`config.mk`:
```
export PLATFORM = sky130hd
export DESIGN_NAME = ped_ram
export DESIGN_NICKNAME = d
export VERILOG_FILES = /design/src/rtl/ped_ram.sv
export SDC_FILE = /design/constraint.sdc
export NUM_CORES = 2
export LEC_CHECK = 0
export BUFFER_PORTS_ARGS = -buffer_cell sky130_fd_sc_hd__buf_2
export CORE_ASPECT_RATIO = 0.7
export CORE_MARGIN = 1
export CORE_UTILIZATION = 57
export DETAILED_ROUTE_END_ITERATION = 10
export GPL_TIMING_DRIVEN = 0
export PLACE_DENSITY = 0.78
export SLEW_MARGIN = 20
export SYNTH_ARGS = -nofsm -noshare
export SYNTH_HDL_FRONTEND = slang
export SYNTH_SLANG_ARGS = --single-unit
export TNS_END_PERCENT = 50
```
`constraint.sdc`:
```
create_clock -name aclk -period 3.5 [get_ports aclk]
set_input_delay 0.175 -clock aclk [delete_from_list [all_inputs] [get_ports aclk]]
set_output_delay 0.175 -clock aclk [all_outputs]
set_load 0.01 [all_outputs]
```
`src/rtl/ped_ram.sv`:
```
`timescale 1ns / 1ps
// ----------------------------------------------------------------------------
// ped_ram
// Generic simple dual-port RAM, one write port, one registered read port.
// ----------------------------------------------------------------------------
module ped_ram #(
    parameter int WIDTH = 32,
    parameter int DEPTH = 64
) (
    input  logic                     aclk,
    input  logic                     we,
    input  logic [$clog2(DEPTH)-1:0] waddr,
    input  logic [WIDTH-1:0]         wdata,
    input  logic                     re,
    input  logic [$clog2(DEPTH)-1:0] raddr,
    output logic [WIDTH-1:0]         rdata
);

    logic [WIDTH-1:0] mem_reg [DEPTH];

    // Write and registered read
    always_ff @(posedge aclk) begin
        if (we) begin
            mem_reg[waddr] <= wdata;
        end
        if (re) begin
            rdata <= mem_reg[raddr];
        end
    end

endmodule

```
Word level (Yosys, flattened, before mapping):

Memories as Yosys holds them, arrays and structs flattened. A register that Yosys moved wholly into a read port is not among the register bits.
Cells that the tools add are included.

* bits in registers: 0
* memory bits (writable): 2048
* input bits: 47
* memories: 1

Memories
* mem_reg: depth 64, width 32, rd ports 1, clocked after memory_dff 1, write ports 1, RTL line 19 `logic [WIDTH-1:0] mem_reg [DEPTH];`

* mux-type cells: 2

Operators by type and width (number)
* two-way mux 1 bit: 2

Logic depth before layout (Yosys ltp):

* word-level depth: 2
* depth in mapped cells: 10

Worst setup path after synthesis:

No wires, ideal clock.

* path type: input-to-reg
* start point: in waddr[3]
* end point: mem mem_reg[48][0], enable pin
* arrival time: 2.874 ns
* setup slack: 0.165 ns
* cell stages on the path: 4
* buffers on the path: 1
* cells stage by stage: clkbuf_1 > nor2b_1 > nand4b_1 > nor3_1

RTL lines
* start, declared: RTL line 12 `input logic [$clog2(DEPTH)-1:0] waddr,`
* end, declared: RTL line 19

No word-level cell before the write port.

==> run_results.csv <==
group,metric,value,unit
layout,seqCellArea,62500,µm²
power,cellInternalPower,38900,µW
worst_hold_path,hold_class,"primary input to register",
clock_tree,path_clk_slew,0.07,ns
timing,fin_crit_sh,106,%
global_routing,met1_usage,48.4,%
placement,port_buffers,70,
timing,timing.hold.ws,0.0119,ns
layout,drive_gt1_share,29.9,%
logic_synthesis,synthFlopType,"edfxtp_1",
critical_path,setup.worst_path.end,"rdata[16]",
timing,finClkSkew,0.0300,ns
power,power.leakage,0.0282,µW
clock_tree,clk-insertion-delay-late,0.82,ns
timing,setup_viol,5,
drt,vias_per_cell,7.44,
power,p_per_area,553,nW/µm²
power,switchingPower,11200,µW
layout,final_cell_mix,"2080 x edfxtp_1, 544 x mux4_2, 182 x clkbuf_16",
die,die_x,447,µm
logic_synthesis,avgSynthCellArea,23.7,µm²
layout,multiInputGateArea,16000,µm²
clock_tree,cts_buffer_depth,3,
drt,wl_per_cell,43.8,µm
logic_synthesis,synth.ff_latch_count,2080,
clock_tree,cts_tree,"done",
logic_synthesis,seq_area_frac_synth,79.2,%
critical_path,crit_slowest_cell,"clkdlybuf4s15_1",
die,core-area,136000,µm²
critical_path,cp_cell_sequence,"clkbuf_1 > buf_2 > or2_1 > clkdlybuf4s15_1 > clkbuf_1 > o22ai_1 > nor2_1 > a21oi_1 > nor2_1",
critical_path,crit_path_start,"raddr[2]",
drt,antenna_left,0,
critical_path,cp_top_family,"buffers and inverters",
critical_path,worstSetupEndpointType,"register",
job,drv_cap,0,
critical_path,cp_num_buf_inv,4,
timing,finalMaxSlewViolations,0,
global_routing,grt_pass1_vias,41200,
global_routing,grt_max_degree,65,
die,start_util,57.8,%
global_routing,antenna_found_initial,24,
placement,post-dp-hpwl,153000,µm
global_routing,grt-ovfl-total,0,
critical_path,reg2reg_depth,4,
layout,area.growth.synth_to_final,14.9,%
logic_synthesis,yosys_warnings,0,
logic_synthesis,syn_inst,3324,
critical_path,cp_max_fo,10,
timing,hold_viol,0,
global_routing,met2_usage,50.6,%
drt,drcViolationCount,0,
die,rows,113,
power,pwr-share-clk,38.5,%
clock_tree,htree_levels,4,
critical_path,cpPeakStageDelay,0.83,ns
global_routing,grt_busiest_layer,"met2",
timing,rsz0062_at_grt,"true",
logic_synthesis,syn-cell-area,78800,µm²
global_routing,grt_pass1_wl,336000,µm
timing,postLayoutSetupSlackWorst,-0.211,ns
timing,min_period,3.71,ns
clock_tree,cts-buffers-inserted,176,
layout,layout_commonest_cell,"edfxtp_1",
critical_path,crit_required,4.00,ns
layout,fill_cells,8017,
global_routing,grt_use_total,36.2,%
outcome,violations,"setup timing",
die,io_pins,79,
power,p_comb_share,6.3,%
logic_synthesis,async_reset_ff_share,0,%
global_routing,met3_usage,17.5,%
critical_path,ff2ff_setup_slack,0.50,ns
power,seq_power_share,55.3,%
logic_synthesis,ys_types,33,
critical_path,cp.depth,9,
logic_synthesis,yosysTopAreaCellShare,79.2,%
logic_synthesis,synth_edf_count,2080,
outcome,status,"finished with violations",
drt,firstDrtPassIters,8,
logic_synthesis,synth_nets,3371,
die,die_area,140000,µm²
die,fp.dieH,313,µm
drt,drtIter0Drc,9839,
logic_synthesis,ys_top_cells_by_area,"edfxtp_1 79%, mux4_2 16%, mux2i_1 1.2%",
power,peakVddDrop,479,µV
critical_path,r2r_end,"rdata[16]",
layout,final_net_count,3771,
placement,place_congestion,0.961,
clock_tree,numClockSinks,2080,
timing,fin_setup_tns,-0.600,ns
power,switching_share,22.3,%
timing,max_freq,269,MHz
critical_path,arrival,4.22,ns
critical_path,worst_setup_path_start_kind,"primary input",
layout,largest_register_ffs,2048,
clock_tree,root_buffer,"clkbuf_16",
drt,wirelength,250000,µm
power,total_power,50100,µW
drt,vias,42500,
critical_path,r2r-start,"mem_reg[15][16]",
timing,tightest_slew,1.26,ns
timing,maxSlewHeadroom,16.0,%
critical_path,path_class,"primary input to register",
logic_synthesis,synth_top_area_cell,"edfxtp_1",
## cell families (layout without fill, tap and decap cells)
logic type	count (synthesis)	after routing	share of synthesized area, %
buf+inv	182	716	1.12
other cells	0	13	0
mux	637	637	16.7
flops	2080	2080	79.2
compound gates	202	202	1.67
simple gates	223	223	1.26
## routing by layer
| metal | routed length, µm | vias up |
|---|---|---|
| li1 | - | 15100 |
| met1 | 79100 | 21500 |
| met2 | 106000 | 4925 |
| met3 | 49900 | 952 |
| met4 | 14800 | 14 |
| met5 | 124 | - |
## power by group through the flow
stage | registers (µW) | clock network [µW] | logic, µW
2_1_floorplan | 28200 | 0 | 1340
3_3_place_gp | 28200 | 0 | 2680
3_5_place_dp | 28200 | 0 | 2840
4_1_cts | 27700 | 19200 | 2910
5_1_grt | 27700 | 20100 | 3140
6_report | 27700 | 19300 | 3140
## final cells by class
type	instances	area share, %
buffer	182	1.04
timing repair buffer	222	3.77
clock buffer	221	5.19
antenna	13	0.0359
tap	1840	2.54
clock inverter	91	0.810
sequential	2080	69.0
multi-input combinational	1062	17.7
## through the flow
step / worst slack (ns) / utilization [%] / cell area [µm²] / std cells
4_1_cts: 0.0175 / 66.2 / 90300 / 5682
3_3_place_gp: -3.20 / 59.7 / 81500 / 5234
3_5_place_dp: -0.844 / 62.1 / 84700 / 5357
5_1_grt: -0.105 / 66.4 / 90500 / 5701
2_1_floorplan: 0.165 / - / 78800 / 3324
6_report: -0.211 / 66.4 / 90600 / 5711
## synth_stat cells, types with 3 or more instances
library cell	count
a21oi_1	62
a22oi_1	12
a311oi_1	8
a41o_1	4
and3_1	4
buf_1	21
buf_2	57
buf_4	25
buf_6	5
clkbuf_1	74
edfxtp_1	2080
mux2i_1	93
mux4_2	544
nand2_1	26
nand2b_1	8
nand3_1	5
nand3b_1	5
nor2_1	137
nor2b_1	15
nor3_1	7
o221ai_1	27
o22ai_1	84
o32ai_1	4
or3_1	3
or3b_2	3
## timing repair
item,4_1_cts,5_1_grt
resized for setup,1,11
setup endpoints to repair,1,7
pin swaps,0,1
endpoints found under the hold margin,362,646
setup buffers,0,2
hold buffers,13,14
## worst reg2reg max path: stages, from the launching register on
cell      delay [ns]
edfxtp_1        0.38
mux4_2          0.48
mux4_2          0.57
o22ai_1         0.78
nor2_1          0.44
## how the worst min path moves through the flow
stage          startpoint         endpoint  slack (ns)  cells after the start
2_1_floorplan    wdata[0]    mem_reg[0][0]        0.27                      0
3_3_place_gp    rdata[23]        rdata[23]        0.59                      1
6_report        wdata[13]  mem_reg[45][13]        0.01                      1
4_1_cts         wdata[24]  mem_reg[35][24]       0.002                      1
5_1_grt         wdata[10]  mem_reg[35][10]        0.03                      1
3_5_place_dp    rdata[22]        rdata[22]        0.59                      1
Note: power is estimated with default switching activity, not from simulation.
