===== src/rtl/ped_pkg.sv =====
`timescale 1ns / 1ps
// ----------------------------------------------------------------------------
// ped_pkg
// Shared types and defaults for the pairwise Euclidean distance block.
// ----------------------------------------------------------------------------
package ped_pkg;

    localparam int MAX_POINTS_DEF = 64;
    localparam int COORD_BITS_DEF = 16;
    localparam int FRAC_BITS_DEF  = 8;

    localparam int IDX_OUT_W = 6;
    localparam int DIST_W    = 25;

    typedef struct packed {
        logic signed [15:0] x_coord;
        logic signed [15:0] y_coord;
        logic               restart;
    } in_item_t;

    typedef struct packed {
        logic [IDX_OUT_W-1:0] new_index;
        logic [IDX_OUT_W-1:0] old_index;
        logic [DIST_W-1:0]    distance;
        logic                 last;
        logic                 overflow;
    } out_item_t;

    // Per-result tag that rides along the pipeline
    typedef struct packed {
        logic [IDX_OUT_W-1:0] new_index;
        logic [IDX_OUT_W-1:0] old_index;
        logic                 last;
        logic                 overflow;
    } tag_t;

endpackage


===== src/rtl/ped_cell.sv =====
`timescale 1ns / 1ps
// ----------------------------------------------------------------------------
// ped_cell
// One square root cell: takes the next bit pair of the radicand and works out
// one root bit, then hands remainder, root and radicand to the next cell.
// ----------------------------------------------------------------------------
module ped_cell
    import ped_pkg::*;
#(
    parameter int NPAIR = 25
) (
    input  logic                 aclk,
    input  logic                 aresetn,
    input  logic                 adv,
    input  logic                 valid_in,
    input  tag_t                 tag_in,
    input  logic [NPAIR+1:0]     rem_in,
    input  logic [NPAIR-1:0]     root_in,
    input  logic [2*NPAIR-1:0]   val_in,
    output logic                 valid_out,
    output tag_t                 tag_out,
    output logic [NPAIR+1:0]     rem_out,
    output logic [NPAIR-1:0]     root_out,
    output logic [2*NPAIR-1:0]   val_out
);

    localparam int RW = NPAIR + 2;
    localparam int VW = 2 * NPAIR;

    logic [RW-1:0] cur;
    logic [RW-1:0] trial;
    logic          ge;

    // Bring down the next pair and try the next root bit
    assign cur   = {rem_in[RW-3:0], val_in[VW-1:VW-2]};
    assign trial = {root_in, 2'b01};
    assign ge    = (cur >= trial);

    // Control
    always_ff @(posedge aclk) begin
        if (!aresetn) begin
            valid_out <= 1'b0;
        end else if (adv) begin
            valid_out <= valid_in;
        end
    end

    // Payload
    always_ff @(posedge aclk) begin
        if (adv) begin
            tag_out  <= tag_in;
            rem_out  <= ge ? (cur - trial) : cur;
            root_out <= {root_in[NPAIR-2:0], ge};
            val_out  <= {val_in[VW-3:0], 2'b00};
        end
    end

endmodule


===== config.mk =====
export PLATFORM = sky130hd
export DESIGN_NAME = ped_cell
export DESIGN_NICKNAME = d
export VERILOG_FILES = /design/src/rtl/ped_pkg.sv /design/src/rtl/ped_cell.sv
export SDC_FILE = /design/constraint.sdc
export NUM_CORES = 1
export LEC_CHECK = 0
export ABC_AREA = 1
export BUFFER_PORTS_ARGS = -buffer_cell sky130_fd_sc_hd__buf_2
export CAP_MARGIN = 10
export CORE_MARGIN = 2
export CORE_UTILIZATION = 34
export DETAILED_ROUTE_END_ITERATION = 10
export GPL_ROUTABILITY_DRIVEN = 0
export PLACE_DENSITY_LB_ADDON = 0.3
export SYNTH_ARGS = -nofsm -noshare
export SYNTH_HDL_FRONTEND = slang
export SYNTH_SLANG_ARGS = --single-unit

===== constraint.sdc =====
create_clock -name aclk -period 6 [get_ports aclk]
set_input_delay 1.2 -clock aclk [delete_from_list [all_inputs] [get_ports aclk]]
set_output_delay 1.2 -clock aclk [all_outputs]
set_load 0.005 [all_outputs]

# After elaboration in Yosys (flattened, before gate mapping)

Cells that the tools add are included.

Input port bits: 120
ROM bits: 0
Latch bits: 0
RAM bits: 0
Output and inout port bits: 117
Memories kept: 0
Register bits after elaboration: 115

$add $sub $neg: 1
Divide/modulo/power cells: 0
Equal/unequal tests: 0
Multipliers: 0
Bitwise operators: 0
Reduce and logical (&&, ||, !) cells: 0
$lt $le $gt $ge: 1
Shift-type cells: 0
Multiplexer cells: 1

Operators by type and width:

| operator                           | number |
|---|---|
| greater-or-equal comparator 27 bit | 1 |
| 2-to-1 mux 27 bit                  | 1 |
| subtractor 27 bit                  | 1 |

# Longest topological paths before layout

Gate-level depths: netlist (run 1).

Word-level depth: 2
Gate-level depth with buffers: 14

# Least setup slack after synthesis (run 1)

OpenSTA, ideal clock, no wires.

Path type: input to register
From: input root_in[16]
To: register rem_out[22] (data pin)
Arrival: 2.597 ns
Slack: 3.150 ns
Required time: 5.747 ns
Buffers on the path: 2
Setup time: 0.253 ns
Stages on the path: 14
Cell sequence: inv_1 > ha_1 > nand2_1 > inv_1 > nand2_1 > nand2_1 > inv_1 > nand2_1 > a21oi_4 > nand3_2 > buf_6 > buf_6 > nand3_1 > nand2_1

Word-level cells in the longest chain between the ends: 2

Ends and longest elaborated chain:

| what                               | line           | text |
|---|---|---|
| from (decl)                        | ped_cell.sv:18 | `input logic [NPAIR-1:0] root_in,` |
| greater-or-equal comparator 27 bit | ped_cell.sv:37 | `assign ge = (cur >= trial);` |
| via ge                             | ped_cell.sv:32 | `logic ge;` |
| 2-to-1 mux 27 bit                  | ped_cell.sv:52 | `rem_out <= ge ? (cur - trial) : cur;` |
| to (signal assigned)               | ped_cell.sv:52 |  |
| to (decl)                          | ped_cell.sv:22 | `output logic [NPAIR+1:0] rem_out,` |

The timed path passes the listed nets, and every way through them passes these cells.
A chain may end at the register's enable or synchronous reset.

# Worst setup path in the final report (run 1)

From: input root_in[22]
To: register rem_out[20] (data pin)

Word-level cells in the longest chain between the ends: 2

Ends and longest elaborated chain:

| what                               | line |
|---|---|
| greater-or-equal comparator 27 bit | ped_cell.sv:37 |
| 2-to-1 mux 27 bit                  | ped_cell.sv:52 |

No other way between the ends.

==> impl_metrics.tcl, run 1 <==
set metrics [dict create \
    status "completed" \
    crit_type "input pin to register" \
    start_util_pct 34.8 \
    yosysWarnings 0 \
    peakVddDrop_uv 188 \
    dr.pass1.iters 5 \
    met1Wirelength_mm 6.83 \
    ff2ff_setup_slack_ps 5370 \
    cts_tree "yes" \
    fin_tns_setup_ps 0 \
    highest_layer "met4" \
    die_w_um 137 \
    r2r_end "valid_out" \
    holdBufCountCts 0 \
    portBuffers 232 \
    grt_max_degree 84 \
    timing.fmax_mhz 272 \
    clk_latency_ps 410 \
    cts_inserted_buffers 17 \
    reg2regPathDepth 2 \
    place_ws_ps 1840 \
    dp.cells 1106 \
    cts_resized 0 \
    worstPathArrival_ps 3820 \
    hold_viol 0 \
    cts.sinks 115 \
    nNetsFinal 1047 \
    ant_nets 0 \
    worstMarginPinSlew_ps 1070 \
    stdcell_count 1138 \
    synth_edf_count 114 \
    post-route-drc-count 0 \
    clkTransAtPathRegs_ps 50 \
    grt_pass1_vias 4935 \
    wl_mm 16.7 \
    cts_root_buf "clkbuf_16" \
    crit_end "rem_out[20]" \
    vias_per_cell 4.43 \
    core_mm2 0.0174 \
    syn_avg_cell_area_um2 9.22 \
    final_util_pct 46.4 \
    cp_max_fo 39 \
    wl_per_cell_um 14.7 \
    finalInstanceArea_mm2 0.00805 \
    synth_most_common_cell "nand2_1" \
    synthFlopType "edfxtp_1" \
    p_leak_nw 4.12 \
    drv_slew 0 \
    fin_crit_ps 3680 \
    synth_top_area_cell "edfxtp_1" \
    cp.required_ps 6140 \
    dp_hpwl_mm 12.8 \
    drtIter0Drc 312 \
    placed_cell_area_mm2 0.00744 \
    yosysTopAreaCellShare_pct 56.6 \
    whs_ps 538 \
    synth_area_leaders "edfxtp_1 57%, nand2_1 13%, inv_1 8.6%" \
    overflow 0 \
    yosys-top-cells-count "216 x nand2_1, 139 x inv_1, 114 x edfxtp_1, 32 x nand3_1, 32 x nor2_1" \
    slew-limit-headroom_pct 28.6 \
    drive_above_1_share_pct 30.6 \
    grt_pass1_wl_mm 24.8 \
    ios 237 \
    route.met3.wl_mm 1.48 \
    ys_ff_latch 115 \
    setup_slack_ps 2320 \
    syn_inst 656 \
    die_h_um 137 \
    hold_path_class "register to register" \
    crit-reg2reg-launch "valid_out" \
    antenna_cells 0 \
    track_usage_pct 17.7 \
    async_flop_share_pct 0 \
    vias 5040 \
    setup_viol 0 \
    cts_buffer_depth 2 \
    postCtsSetupRepairBufs 0 \
    synth-seq-area-share_pct 56.9 \
    crit_path_end_kind "register" \
    syn_area_mm2 0.00605 \
    power_mw 2.42 \
    period_share_pct 61.3 \
    fp.dieArea_mm2 0.0189 \
    power.density_mw_per_mm2 300 \
    wl_met2_mm 8.13 \
    crit_start "root_in[22]" \
    htree_levels 4 \
    maxCapViolations 0 \
    rows 48 \
    area_growth_pct 33.1 \
    crit_path_start_kind "input pin" \
    synth_cell_types 30 \
    rsz0062_at_grt "no" \
    antenna_found_initial 0 \
    fin_skew_ps 0 \
]
-- layout make-up --
class                   count  area [um2]
fillers                  1721        9310
flip-flops and latches    115        3440
multi-input cells         393        2020
repair buffers            233        1170
inverters                 140         526
clock buffers              19         443
well taps                 225         282
clock inverters            13         159
-- cell families (layout without fill, tap and decap cells) --
group | Yosys count | count (layout) | synth area share, %
flops | 115 | 115 | 56.9
buf+inv | 149 | 405 | 9.66
fa+ha+maj | 27 | 27 | 5.59
compound gates | 31 | 31 | 2.83
other cells | 1 | 2 | 0.0620
simple gates | 319 | 319 | 22.9
xor+xnor | 14 | 14 | 2.03
-- worst min path at each step --
stage | to | slack [ps] | start | depth (start not counted)
final | valid_out | 540 | valid_out | 2
after global routing | valid_out | 580 | valid_out | 2
after CTS | valid_out | 550 | valid_out | 2
after detailed placement | valid_out | 530 | valid_out | 2
after floorplan | valid_out | 520 | valid_out | 2
after global placement | valid_out | 520 | valid_out | 2
-- where the power goes --
part	total, mW	internal (mW)	switching, mW
registers	0.993	0.975	0.0179
clock network	1.03	0.662	0.370
logic	0.393	0.156	0.237
total	2.42	1.79	0.625
-- routing by layer --
layer | up-vias | GRT usage, %
li1 | 2590 | -
met1 | 2243 | 20.3
met2 | 189 | 30.7
met3 | 18 | 5.78
met4 | 0 | 6.70
met5 | - | 0
-- critical path: stages --
cell     delay (ps)
buf_2            90
inv_1            40
ha_1            340
a21oi_1         200
nor2_1           60
nor2_1          140
nand2_1         110
a21oi_4         430
nand3_2         740
nand3_1         380
nand2_1          90
-- cells in the final DEF (no fill, tap or decap) --
cell          n
inv_2         1
edfxtp_1    114
a21oi_1      14
o21bai_1      2
xor2_1       13
o21ai_0      14
ha_1         27
xnor2_1       1
clkbuf_1      1
nor2_4        1
clkbuf_16    17
dfxtp_1       1
nand4_1      21
buf_2       231
nor2_1       32
bufinv_16     3
inv_1       139
nor3b_4       1
nand3_1      32
conb_1        2
inv_6         1
or2_2         1
a21oi_4       1
nand2_1     216
nor2_2        3
buf_4         2
nand2_2       4
nand3b_1      5
clkinv_2      3
nand3_2       1
clkinvlp_4    6
nand3_4       1
clkbuf_8      1
nor3_4        1
-- sequential cells by signal, indices dropped and copies added (netlist names) --
signal	count
root_out	25
tag_out	14
val_out	48
rem_out	27
valid_out	1
Note: power is estimated with default switching activity, not from simulation.
==> inputs of run 2 (changes only) <==
clock period = 3.85 ns   (was 6 ns; I/O delays follow)
==> impl_metrics.tcl, run 2 (synthesized netlist as in run 1, its figures left out) <==
set metrics [dict create \
    status "completed" \
    track_usage_pct 17.7 \
    worstMarginPinSlew_ps 664 \
    htree_levels 4 \
    die_h_um 137 \
    slew-limit-headroom_pct 55.7 \
    portBuffers 232 \
    largest_reg_flops 48 \
    wl_mm 16.5 \
    peakVddDrop_uv 310 \
    num-fill-cells 1737 \
    antenna_found_initial 2 \
    rsz0062_at_grt "no" \
    area_growth_pct 33.7 \
    holdBufCountCts 0 \
    core_mm2 0.0174 \
    grt_pass1_wl_mm 24.7 \
    cts.sinks 115 \
    vias 4978 \
    crit_path_end_kind "register" \
    hold_viol 0 \
    wl_per_cell_um 14.4 \
    drtIter0Drc 245 \
    swShare_pct 26.7 \
    cts_resized 0 \
    dr.pass1.iters 4 \
    cp_top_family "simple AND/OR/NAND/NOR gates" \
    worstPathArrival_ps 2790 \
    seqPwrFrac_pct 41.5 \
    crit_type "input pin to register" \
    fin_skew_ps 0 \
    dp_hpwl_mm 12.9 \
    seqCellArea_mm2 0.00344 \
    cpMaxStageDelayCell "ha_1" \
    power.internal_mw 2.73 \
    pwr-share-clk_pct 41.9 \
    final_common_cell "buf_2" \
    ios 237 \
    period_share_pct 65.7 \
    fin_tns_setup_ps 0 \
    cts_root_buf "clkbuf_16" \
    grt_pass1_vias 4825 \
    power.density_mw_per_mm2 461 \
    postCtsSetupRepairBufs 0 \
    power_frac_comb_pct 16.6 \
    rows 48 \
    drv_slew 0 \
    hold_path_class "input pin to register" \
    crit_buf_inv 3 \
    final_cell_mix "231 x buf_2, 216 x nand2_1, 139 x inv_1" \
    regMostFlops "val_out" \
    maxCapViolations 0 \
    overflow 0 \
    ant_nets 0 \
    crit_path_start_kind "input pin" \
    start_util_pct 34.8 \
    cts_inserted_buffers 17 \
    cp_slowest_stage_delay_ps 380 \
    placed_cell_area_mm2 0.00749 \
    fin_crit_ps 2530 \
    dp.cells 1111 \
    finalInstanceArea_mm2 0.00808 \
    drive_above_1_share_pct 30.9 \
    nNetsFinal 1052 \
    clkTransAtPathRegs_ps 60 \
    cts_buffer_depth 2 \
    top_regs "val_out (48), rem_out (27), root_out (25)" \
    timing.fmax_mhz 395 \
    setup_viol 0 \
    die_w_um 137 \
    post-route-drc-count 0 \
    fp.dieArea_mm2 0.0189 \
    cts_tree "yes" \
    vias_per_cell 4.35 \
    clk_latency_ps 410 \
    multiInputGateArea_mm2 0.00202 \
    grt_max_degree 52 \
    cp_max_fo 18 \
    p_leak_nw 4.16 \
    stdcell_count 1144 \
    crit_top_cell "nand2_1" \
    p_sw_mw 0.996 \
    path_cells "buf_2, inv_1, ha_1, nand2_1, nor2_2, nand2_2, nor3_4, nand3_4, nand3_2, buf_4, nand3_1, nand2_1" \
    cp.required_ps 4110 \
]
run 2: power groups by stage:
stage                     logic [mW]  registers (mW)  clock network (mW)
after CTS                      0.627            1.55                1.60
after detailed placement       0.623            1.57                   0
final                          0.617            1.55                1.56
after global placement         0.614            1.57                   0
after floorplan                0.308            1.59                   0
after global routing           0.705            1.56                1.66
run 2: metal layers:
layer | routed length, um | part of all wire [%] | global-route usage (%) | up-vias
met2 | 7970 | 48 | 30.9 | 183
met4 | 350 | 2.1 | 5.96 | 2
li1 | - | - | - | 2601
met3 | 1450 | 8.8 | 5.96 | 23
met5 | 14 | 0.085 | 0 | -
met1 | 6740 | 41 | 20.1 | 2169
run 2: final timing paths:
check,start,endpoint,slack (ps),cells past startpoint
worst max-delay path,root_in[18],rem_out[26],1320,12
worst min-delay path,val_in[5],val_out[7],520,1
worst max register to register,valid_out,valid_out,3220,2
worst min register to register,valid_out,valid_out,550,2
run 2: cell type report:
cell class	instances	area share [%]
multi-input combinational	393	25.0
inverter	140	6.50
antenna	1	0.0310
clock buffer	18	5.31
timing repair buffer	238	15.1
tap	225	3.48
sequential	115	42.6
clock inverter	14	1.95
run 2: stage by stage:
| stage | power [mW] | hold WS [ps] | util [%] | setup slack (ps) |
|---|---|---|---|---|
| finish | 3.72 | 524 | 46.6 | 1320 |
| global route | 3.93 | 504 | 46.6 | 1140 |
| CTS | 3.78 | 508 | 46.6 | 1330 |
| detailed placement | 2.20 | 537 | 43.2 | 895 |
| global placement | 2.19 | 523 | 43.2 | 904 |
| floorplan | 1.90 | 525 | - | 1430 |
